[src/ict_pkg.sv]
package ict_pkg;

  // Instruction kinds carried on the input tuser.
  typedef enum logic [1:0] {
    CMD_ADDIS = 2'd0,
    CMD_ADDI  = 2'd1,
    CMD_ORI   = 2'd2,
    CMD_OTHER = 2'd3
  } cmd_e;

  localparam int NUM_REGS_DEFAULT = 32;
  localparam int IMM_SHIFT = 16;

  localparam int REG_W   = 5;
  localparam int IMM_W   = 16;
  localparam int DEF_W   = 6;
  localparam int VALUE_W = 32;

  // Input tdata layout, lowest bit first.
  localparam int IN_FIRST_LSB = 0;
  localparam int IN_DEST_LSB  = 1;
  localparam int IN_SRC_LSB   = IN_DEST_LSB + REG_W;
  localparam int IN_IMM_LSB   = IN_SRC_LSB + REG_W;
  localparam int IN_DEF_LSB   = IN_IMM_LSB + IMM_W;
  localparam int IN_BITS      = IN_DEF_LSB + DEF_W;
  localparam int IN_TDATA_W   = ((IN_BITS + 7) / 8) * 8;

endpackage

[src/ict_ram.sv]
module ict_ram #(
  parameter int WIDTH = 32,
  parameter int DEPTH = 32
) (
  input  logic                     clk_i,
  input  logic                     we_i,
  input  logic [$clog2(DEPTH)-1:0] waddr_i,
  input  logic [WIDTH-1:0]         wdata_i,
  input  logic                     re_i,
  input  logic [$clog2(DEPTH)-1:0] raddr_i,
  output logic [WIDTH-1:0]         rdata_o
);

  logic [WIDTH-1:0] mem_q [DEPTH];
  logic [WIDTH-1:0] rdata_q;

  always_ff @(posedge clk_i) begin
    if (we_i) begin
      mem_q[waddr_i] <= wdata_i;
    end
    if (re_i) begin
      rdata_q <= mem_q[raddr_i];
    end
  end

  assign rdata_o = rdata_q;

endmodule

[src/immediate_constant_tracker_unit.sv]
// Channel   Direction  tdata                                         tuser
// s_axis    in         first_of_block, dest_reg, src_reg,            command
//                      immediate, defined_reg (40 bits, zero pad)
// m_axis    out        constant_value (32 bits)                      has_constant
//
// One instruction per cycle while the output is not stalled: the shadow value
// memory is read as an instruction is accepted, and the add or OR and the
// shadow write happen as it moves into the output register.
// A write that lands at the same edge as the read is forwarded.
// Reset clears the known flags and the pipeline valids; no clearing pass.
// A stalled output holds the result and the pipeline accepts until both stages are full.
module immediate_constant_tracker_unit #(
  parameter int NUM_REGS = ict_pkg::NUM_REGS_DEFAULT
) (
  input  logic                          clk_i,
  input  logic                          rst_ni,
  input  logic                          s_axis_tvalid_i,
  output logic                          s_axis_tready_o,
  // [0] first_of_block, [5:1] dest_reg, [10:6] src_reg, [26:11] immediate,
  // [32:27] defined_reg, [39:33] zero
  input  logic [ict_pkg::IN_TDATA_W-1:0] s_axis_tdata_i,
  // [1:0] command
  input  logic [1:0]                    s_axis_tuser_i,
  output logic                          m_axis_tvalid_o,
  input  logic                          m_axis_tready_i,
  // [31:0] constant_value
  output logic [ict_pkg::VALUE_W-1:0]   m_axis_tdata_o,
  // [0] has_constant
  output logic                          m_axis_tuser_o
);

  localparam int AW = (NUM_REGS > 1) ? $clog2(NUM_REGS) : 1;
  localparam int IDX_W = 7;

  // Stage 1: accepted instruction waiting for its shadow value.
  logic                        s1_valid_q;
  ict_pkg::cmd_e               s1_cmd_q;
  logic                        s1_first_q;
  logic [ict_pkg::REG_W-1:0]   s1_dest_q;
  logic [ict_pkg::REG_W-1:0]   s1_src_q;
  logic [ict_pkg::IMM_W-1:0]   s1_imm_q;
  logic [ict_pkg::DEF_W-1:0]   s1_def_q;
  logic                        byp_hit_q;
  logic [ict_pkg::VALUE_W-1:0] byp_data_q;

  logic [NUM_REGS-1:0]         known_q, known_d;

  logic                        out_valid_q;
  logic                        out_has_q;
  logic [ict_pkg::VALUE_W-1:0] out_value_q;

  logic accept, advance;

  ict_pkg::cmd_e             in_cmd;
  logic [ict_pkg::REG_W-1:0] in_dest, in_src, in_rd_idx;
  logic [IDX_W-1:0]          in_rd_wide, wr_wide;

  logic [ict_pkg::VALUE_W-1:0] ram_rdata, src_value, imm_value, sum_value;
  logic [NUM_REGS-1:0]         known_eff;
  logic [ict_pkg::REG_W-1:0]   rd_idx, wr_idx;
  logic                        src_known, ok, wr_en, ram_we;
  logic [ict_pkg::VALUE_W-1:0] result_value;

  assign advance         = s1_valid_q && (!out_valid_q || m_axis_tready_i);
  assign s_axis_tready_o = !s1_valid_q || advance;
  assign accept          = s_axis_tvalid_i && s_axis_tready_o;

  assign in_cmd  = ict_pkg::cmd_e'(s_axis_tuser_i);
  assign in_dest = s_axis_tdata_i[ict_pkg::IN_DEST_LSB +: ict_pkg::REG_W];
  assign in_src  = s_axis_tdata_i[ict_pkg::IN_SRC_LSB +: ict_pkg::REG_W];
  // The ori form reads the rd field; the add forms read the ra field.
  assign in_rd_idx  = (in_cmd == ict_pkg::CMD_ORI) ? in_dest : in_src;
  assign in_rd_wide = {{(IDX_W - ict_pkg::REG_W){1'b0}}, in_rd_idx};

  // Stage 1 compute.
  assign rd_idx    = (s1_cmd_q == ict_pkg::CMD_ORI) ? s1_dest_q : s1_src_q;
  assign wr_idx    = (s1_cmd_q == ict_pkg::CMD_ORI) ? s1_src_q : s1_dest_q;
  assign wr_wide   = {{(IDX_W - ict_pkg::REG_W){1'b0}}, wr_idx};
  assign known_eff = s1_first_q ? '0 : known_q;
  assign src_value = byp_hit_q ? byp_data_q : ram_rdata;

  always_comb begin
    src_known = 1'b0;
    for (int i = 0; i < NUM_REGS; i++) begin
      if (int'(rd_idx) == i) begin
        src_known = known_eff[i];
      end
    end
  end

  always_comb begin
    if (s1_cmd_q == ict_pkg::CMD_ADDIS) begin
      imm_value = {s1_imm_q, {ict_pkg::IMM_SHIFT{1'b0}}};
    end else begin
      imm_value = {{(ict_pkg::VALUE_W - ict_pkg::IMM_W){s1_imm_q[ict_pkg::IMM_W-1]}}, s1_imm_q};
    end
  end

  assign sum_value = src_value + imm_value;

  always_comb begin
    ok           = 1'b0;
    result_value = '0;
    wr_en        = 1'b0;
    case (s1_cmd_q) inside
      ict_pkg::CMD_ADDIS, ict_pkg::CMD_ADDI: begin
        wr_en = 1'b1;
        if (s1_src_q == '0) begin
          ok           = 1'b1;
          result_value = imm_value;
        end else if (src_known) begin
          ok           = 1'b1;
          result_value = sum_value;
        end
      end
      ict_pkg::CMD_ORI: begin
        wr_en = 1'b1;
        if (src_known) begin
          ok           = 1'b1;
          result_value = src_value |
                         {{(ict_pkg::VALUE_W - ict_pkg::IMM_W){1'b0}}, s1_imm_q};
        end
      end
      default: begin
        wr_en = 1'b0;
      end
    endcase
  end

  always_comb begin
    known_d = known_q;
    if (advance) begin
      known_d = known_eff;
      for (int i = 0; i < NUM_REGS; i++) begin
        if (wr_en && int'(wr_idx) == i) begin
          known_d[i] = ok;
        end
        if (s1_cmd_q == ict_pkg::CMD_OTHER && int'(s1_def_q) == i) begin
          known_d[i] = 1'b0;
        end
      end
    end
  end

  // Values only matter while known, so only known results are stored.
  assign ram_we = advance && wr_en && ok && (int'(wr_idx) < NUM_REGS);

  ict_ram #(
    .WIDTH (ict_pkg::VALUE_W),
    .DEPTH (NUM_REGS)
  ) u_shadow_ram (
    .clk_i   (clk_i),
    .we_i    (ram_we),
    .waddr_i (wr_wide[AW-1:0]),
    .wdata_i (result_value),
    .re_i    (accept),
    .raddr_i (in_rd_wide[AW-1:0]),
    .rdata_o (ram_rdata)
  );

  always_ff @(posedge clk_i or negedge rst_ni) begin
    if (!rst_ni) begin
      s1_valid_q  <= 1'b0;
      out_valid_q <= 1'b0;
      known_q     <= '0;
    end else begin
      known_q <= known_d;
      if (accept) begin
        s1_valid_q <= 1'b1;
      end else if (advance) begin
        s1_valid_q <= 1'b0;
      end
      if (advance) begin
        out_valid_q <= 1'b1;
      end else if (m_axis_tready_i) begin
        out_valid_q <= 1'b0;
      end
    end
  end

  always_ff @(posedge clk_i) begin
    if (accept) begin
      s1_cmd_q   <= in_cmd;
      s1_first_q <= s_axis_tdata_i[ict_pkg::IN_FIRST_LSB];
      s1_dest_q  <= in_dest;
      s1_src_q   <= in_src;
      s1_imm_q   <= s_axis_tdata_i[ict_pkg::IN_IMM_LSB +: ict_pkg::IMM_W];
      s1_def_q   <= s_axis_tdata_i[ict_pkg::IN_DEF_LSB +: ict_pkg::DEF_W];
      byp_hit_q  <= ram_we && (wr_idx == in_rd_idx);
      byp_data_q <= result_value;
    end
    if (advance) begin
      out_has_q   <= ok;
      out_value_q <= result_value;
    end
  end

  assign m_axis_tvalid_o = out_valid_q;
  assign m_axis_tdata_o  = out_value_q;
  assign m_axis_tuser_o  = out_has_q;

endmodule

[config.mk]
export PLATFORM = sky130hd
export DESIGN_NAME = immediate_constant_tracker_unit
export DESIGN_NICKNAME = d
export VERILOG_FILES = /design/src/ict_pkg.sv /design/src/ict_ram.sv /design/src/immediate_constant_tracker_unit.sv
export SDC_FILE = /design/constraint.sdc
export NUM_CORES = 2
export LEC_CHECK = 0
export BUFFER_PORTS_ARGS = -buffer_cell sky130_fd_sc_hd__buf_2
export CORE_MARGIN = 4
export CORE_UTILIZATION = 30
export DETAILED_ROUTE_END_ITERATION = 10
export GPL_TIMING_DRIVEN = 0
export RECOVER_POWER = 50
export SYNTH_ARGS = -nofsm -noshare
export SYNTH_HDL_FRONTEND = slang
export SYNTH_SLANG_ARGS = --single-unit
[constraint.sdc]
create_clock -name clk_i -period 4.75 [get_ports clk_i]
set_input_delay 0.95 -clock clk_i [delete_from_list [all_inputs] [get_ports clk_i]]
set_output_delay 0.95 -clock clk_i [all_outputs]
set_load 0.01 [all_outputs]
==> Word level (Yosys, flattened, before mapping) <==
Memory sizes are Yosys's and may differ from the RTL's. A register that Yosys moved wholly into a read port is not among the register bits.
Index checks and enable logic that the tools add are counted.
Widths: inputs -> output; s select.
{ "totals": {"mem_count": 1, "in_bits": 46, "regBits": 135, "mem_bits_rw": 1024, "out_inout_bits": 35} }
{ "memory_table": {"columns": ["memory", "depth", "word_bits", "read_ports", "rd_ports_with_merged_regs", "write_ports", "line", "rtl"], "rows": [
  ["u_shadow_ram.mem_q", 32, 32, 1, 1, 1, "ict_ram.sv:14", "logic [WIDTH-1:0] mem_q [DEPTH];"]
]} }
{ "op_classes": {"n_mux": 119, "bitwise": 1, "reduce_logical": 81, "eq_ne": 98, "add_sub_neg": 1} }
{ "ops": {"columns": ["op", "n"], "rows": [
  ["$mux 32", 7],
  ["$eq 5x5->1 const B", 32],
  ["$mux 1", 108],
  ["$eq 6x6->1 const B", 16],
  ["$eq 5x4->1 const B", 16],
  ["$logic_and 1x1->1", 69],
  ["$eq 6x5->1 const B", 8],
  ["$eq 5x3->1 const B", 8],
  ["$add 32x32->32", 1],
  ["$or 32x16->32", 1],
  ["$mux 31", 1],
  ["$eq 6x4->1 const B", 4],
  ["$eq 5x2->1 const B", 4],
  ["$logic_not 5->1", 3],
  ["$mux 5", 3],
  ["$eq 6x3->1 const B", 2],
  ["$eq 5x1->1 const B", 2],
  ["$eq 2x2->1 const B", 3],
  ["$eq 6x2->1 const B", 1],
  ["$logic_not 6->1", 1],
  ["$eq 5x5->1", 1],
  ["$reduce_bool 2->1", 2],
  ["$eq 2x1->1 const B", 1],
  ["$logic_not 1->1", 2],
  ["other kinds (3)", 4]
]} }

==> Logic depth before layout (Yosys ltp) <==
{ "depth": {"depth_word": 41, "mapped_depth": 16, "depth_no_buf": 13} }

==> By module <==
From an unflattened synthesis, not the netlist that was laid out.
{ "unflattened": {"hier_cells": 3134, "hier_area_um2": 49707.7} }
{ "by_module_without_submodules": {"columns": ["mod", "area_per_inst_um2", "cells_each", "n_inst", "seq_area_each_um2"], "rows": [
  ["ict_ram", 40811.6, 2260, 1, 31710.4],
  ["immediate_constant_tracker_unit", 8896.0, 874, 1, 3883.7]
]} }

==> Worst setup path before layout <==
Ideal clock, no wire load.
{ "synth_timing": {"path_kind": "register to register", "start": "register s1_cmd_q[1]", "end": "memory u_shadow_ram.mem_q[20][0], enable pin", "setup_ps": 461, "t_required_ps": 4289, "stages_incl_launch_ff": 14, "slack_ps": -550, "arrival_time_ps": 4839, "cell_sequence": "edfxtp_1 > buf_4 > nor2b_4 > buf_6 > mux2_4 > buf_4 > nor2_1 > o31a_1 > o221ai_1 > a32o_1 > a311oi_1 > o21ai_2 > buf_2 > nor3_1"} }
{ "synth_via": {"elab_chain_len": 41, "word_cells_on_any_way": 80, "classes_between": "eq/ne: 33; mux: 42; reduce/logical: 5"} }
{ "synth_lines": {"columns": ["element", "line", "rtl"], "rows": [
  ["from (decl)", "immediate_constant_tracker_unit.sv:37", "ict_pkg::cmd_e s1_cmd_q;"],
  ["from (signal assigned)", "immediate_constant_tracker_unit.sv:183", "s1_cmd_q <= in_cmd;"],
  ["$eq 2x2->1", "immediate_constant_tracker_unit.sv:76, immediate_constant_tracker_unit.sv:77", null],
  ["$mux 5", "immediate_constant_tracker_unit.sv:76", "assign rd_idx = (s1_cmd_q == ict_pkg::CMD_ORI) ? s1_dest_q : s1_src_q;"],
  ["$logic_not 5->1", "immediate_constant_tracker_unit.sv:85", "if (int'(rd_idx) == i) begin"],
  ["$mux 1 (32 in a row)", "immediate_constant_tracker_unit.sv:85", null],
  ["$mux 1", "immediate_constant_tracker_unit.sv:111, immediate_constant_tracker_unit.sv:118", null],
  ["$mux 1, on equally long branches", "immediate_constant_tracker_unit.sv:105, immediate_constant_tracker_unit.sv:108", null],
  ["$mux 1", "immediate_constant_tracker_unit.sv:105", "case (s1_cmd_q) inside"],
  ["$logic_and 1x1->1", "immediate_constant_tracker_unit.sv:146", "assign ram_we = advance && wr_en && ok && (int'(wr_idx) < NUM_REGS);"],
  ["$mux 1", "ict_ram.sv:18", "if (we_i) begin"],
  ["$mux 1 (implied by the code)", "ict_ram.sv:19", "mem_q[waddr_i] <= wdata_i;"],
  ["to (decl)", "ict_ram.sv:14", null]
]} }
Several ways; a longest one is shown, not always the timed one.

==> Worst setup path in the final report <==
{ "layout_timing": {"start": "register s1_cmd_q[0]", "end": "memory u_shadow_ram.mem_q[30][18], data pin"} }
{ "layout_via": {"elab_chain_len": 38, "word_cells_on_any_way": 76, "classes_between": "add/sub: 1; eq/ne: 33; mux: 39; reduce/logical: 3"} }
{ "layout_lines": {"columns": ["element", "line", "rtl"], "rows": [
  ["$eq 2x2->1", "immediate_constant_tracker_unit.sv:76", null],
  ["$mux 5", "immediate_constant_tracker_unit.sv:76", null],
  ["$logic_not 5->1", "immediate_constant_tracker_unit.sv:85", null],
  ["$mux 1 (32 in a row)", "immediate_constant_tracker_unit.sv:85", null],
  ["$mux 32, on equally long branches", "immediate_constant_tracker_unit.sv:118, immediate_constant_tracker_unit.sv:111", null],
  ["$mux 32, on equally long branches", "immediate_constant_tracker_unit.sv:105, immediate_constant_tracker_unit.sv:108", null],
  ["$mux 32 (*)", "immediate_constant_tracker_unit.sv:105", null],
  ["via result_value (one bit)", "immediate_constant_tracker_unit.sv:62", "logic [ict_pkg::VALUE_W-1:0] result_value;"]
]} }
The timed path passes the listed nets; every way through them passes the cells marked *.

==> flow_summary.ini <==
[clock_tree]
clockBufferDepth = 3
clockRootBuffer = clkbuf_16
cts-buffers-inserted = 114
hold_buffers = 0
clk_pin_slew_ns = 0.06
insertion_delay_ns = 0.72
cts_num_sinks = 1191
htreeDepth = 3
tritoncts = yes

[power_and_ir_drop]
combPwrFrac_pct = 12.7
p_leak_nw = 19.2
pwr-share-clk_pct = 36.4
peakVddDrop_uv = 294
switching_power_mw = 5.95
swShare_pct = 25.1
p_total_mw = 23.7
seqPwrFrac_pct = 50.9
p_int_mw = 17.8
p_per_area_nw_per_um2 = 406

[logic_synthesis]
synthesis.nets = 2879
ys_types = 81
synth-seq-cells = 1191
synth_area_um2 = 48900
netlist_instances = 2801
async_flop_share_pct = 2.85
synth_edf_count = 1157
synth_seq_area_share_pct = 72.8
synth.avg_cell_area_um2 = 17.5
yosys_warnings = 0
synth_top_flop_cell = edfxtp_1

[cells_and_area]
syn_to_final_growth_pct = 19.3
drive_gt1_share_pct = 24.1
nets = 3247

[worst_hold_path]
hold_path.class = in -> reg
whs_path_depth = 1

[detailed_routing]
drc = 0
routed_wl_mm = 133
via_count = 27924
wire_per_inst_um = 24.7
drt_iter0_drc = 3089
drt-vias-per-instance = 5.16
drt_pre_antenna_iters = 5
ant_nets = 0

[sta]
setup_ws_ns = -0.0640
fin_skew_ns = 0.0453
finalSetupViolCount = 62
finalCritPeriodShare_pct = 101
finalHoldViolCount = 0
final-max-slew-violation-count = 167
slew_headroom_pct = -48.0
max_freq_mhz = 208
timing.setup.tns_ns = -1.61
hold-worst-slack_ns = 0.414
min_period_ns = 4.81
worst_pin_slew_ns = 2.22
grt_setup_unrepaired = yes

[outcome]
status = finished, violations left
violations = max-capacitance violations, max-slew violations, negative setup slack

[global_routing]
grt_pass1_vias = 27420
grt_usage_pct = 15.2
grt_pass1_wl_mm = 191
grt_max_degree = 71
overflow = 0
antenna_found_initial = 3

[critical_path]
required_ns = 5.19
endpoint = u_shadow_ram.mem_q[30][18]$_DFFE_PP_
r2r_slack_ns = -0.06
cp-end-kind = register
crit_type = reg -> reg
worstReg2RegStart = s1_cmd_q[0]$_DFFE_PP_
arrival_ns = 5.26
crit_path_start_kind = register
crit_fanout = 34
startpoint = s1_cmd_q[0]$_DFFE_PP_
reg2reg_depth = 12
r2r-end = u_shadow_ram.mem_q[30][18]$_DFFE_PP_

[placement]
port_buffers = 73
gp_congestion = 0.878
dp_hpwl_mm = 90.7
dp_slack_ns = -1.53

[floorplan]
start_util_pct = 30.3
die_area_um2 = 170000
ios = 81
core-area_um2 = 161000
core.rowCount = 147
die_h_um = 412
die_w_um = 412

[run]
maxCapViolCount = 4
## critical path, stage by stage (launching register included)
cell and delay [ns]:
edfxtp_1 0.45, nand2b_1 0.17, buf_2 0.18, buf_2 0.20, a31oi_1 0.32, o21ai_0 0.18
o21ai_1 0.15, o21ai_0 0.10, or4_4 0.54, and3_4 0.22, nor4_2 1.06, buf_4 0.44
a221o_4 0.49
## metrics by stage
step	cells	cell area, um^2	utilization [%]
3_3_place_gp	5034	52000	32.2
6_report	5415	58400	36.2
2_1_floorplan	2801	48900	-
3_5_place_dp	5163	54000	33.5
5_1_grt	5414	58400	36.2
4_1_cts	5380	58000	36.0
## final cells by class
class | instances | area [um^2]
inverters | 16 | 60.1
flip-flops and latches | 1191 | 35600
multi-input cells | 1434 | 13500
repair buffers | 244 | 2310
diodes | 1 | 2.50
clock inverters | 59 | 503
fillers | 15036 | 103000
clock buffers | 142 | 2980
plain buffers | 168 | 748
well taps | 2160 | 2700
## state kept, by name, summed over array words and instances (netlist names)
signal,count
s1_valid_q,1
s1_imm_q,16
m_axis_tvalid_o,1
u_shadow_ram.mem_q,1024
s1_dest_q,5
byp_data_q,32
u_shadow_ram.rdata_o,32
byp_hit_q,1
s1_cmd_q,2
known_q,32
m_axis_tdata_o,32
m_axis_tuser_o,1
s1_src_q,5
s1_def_q,6
s1_first_q,1
## synth_stat cells (5+ instances only)
cell type,instances,area (um^2)
a211oi_1,13,97.6
a21o_1,30,225
a21oi_1,53,265
a22oi_1,18,135
a31oi_1,8,50.1
and2_1,6,37.5
and3_1,7,43.8
buf_1,35,131
buf_2,16,80.1
buf_6,6,67.6
clkbuf_1,109,409
dfrtp_1,34,851
edfxtp_1,1157,34700
ha_1,31,388
inv_1,16,60.1
mux2_2,33,372
mux2i_1,12,120
mux4_2,256,5770
nand2_1,342,1280
nand2b_1,14,87.6
nand3_1,172,861
nand3b_1,5,37.5
nor2_1,49,184
nor2b_1,26,163
nor3_1,34,170
o211ai_1,10,75.1
o21a_1,8,60.1
o21ai_0,103,515
o21ai_1,10,50.1
o22ai_1,29,181
o31ai_1,33,248
xnor2_1,17,149
xor2_1,18,158
## how the worst min path moves through the flow
| stage | end | start |
|---|---|---|
| CTS | s1_valid_q$_DFFE_PN0P_ | rst_ni |
| floorplan | known_q[28]$_DFFE_PN0P_ | known_q[28]$_DFFE_PN0P_ |
| detailed placement | m_axis_tvalid_o$_DFFE_PN0P_ | s1_valid_q$_DFFE_PN0P_ |
| global placement | m_axis_tvalid_o$_DFFE_PN0P_ | s1_valid_q$_DFFE_PN0P_ |
| finish | s1_imm_q[13]$_DFFE_PP_ | s_axis_tdata_i[24] |
| global route | s1_imm_q[8]$_DFFE_PP_ | s_axis_tdata_i[19] |
## layer usage
layer	share of wire (%)	GRT usage (%)
met3	7.0	1.96
met1	41	20.7
met2	49	25.5
met4	2.7	4.58
met5	0	0
## cells in the final DEF, fill, tap and decap left out, drive strengths merged, types with 6 or more instances in the layout
cell type  count
buf          256
and3           8
clkbuf       297
o22ai         33
a31oi          9
o211ai        10
nor2b         27
a211oi        13
dfrtp         34
a22oi         18
a21oi         53
xor2          18
nand2        342
xnor2         17
o31ai         33
a221o          7
nor3          34
nand3        172
o21a           8
bufinv         6
nor2          51
and2           6
mux4         256
ha            31
a21o          30
o21ai        118
nand2b        14
inv           21
mux2i         12
mux2          34
edfxtp      1157
clkinv        46
## power groups by stage
stage                     registers [mW]  clock network [mW]  logic [mW]
final                               12.1                8.63        3.02
after global routing                12.1                9.19        3.22
after CTS                           12.1                8.79        2.91
after detailed placement            12.3                   0        2.75
after global placement              12.4                   0        2.49
after floorplan                     12.3                   0        1.57
## kinds of logic (layout without fill, tap and decap cells)
logic type	count (synthesis)	count (layout)	share of synthesized area, %
compound gates	367	376	4.91
xor+xnor	35	35	0.627
fa+ha+maj	32	32	0.834
buf+inv	185	629	1.58
flops	1191	1191	72.8
mux	302	302	12.8
other cells	0	1	0
simple gates	689	689	6.43
## repair_timing
item,4_1_cts,5_1_grt
pin swaps,13,23
gates resized for setup,56,37
gates cloned,4,5
buffers inserted,13,29
setup endpoints to repair,1323,997
Power figures use the tool's default switching activity.
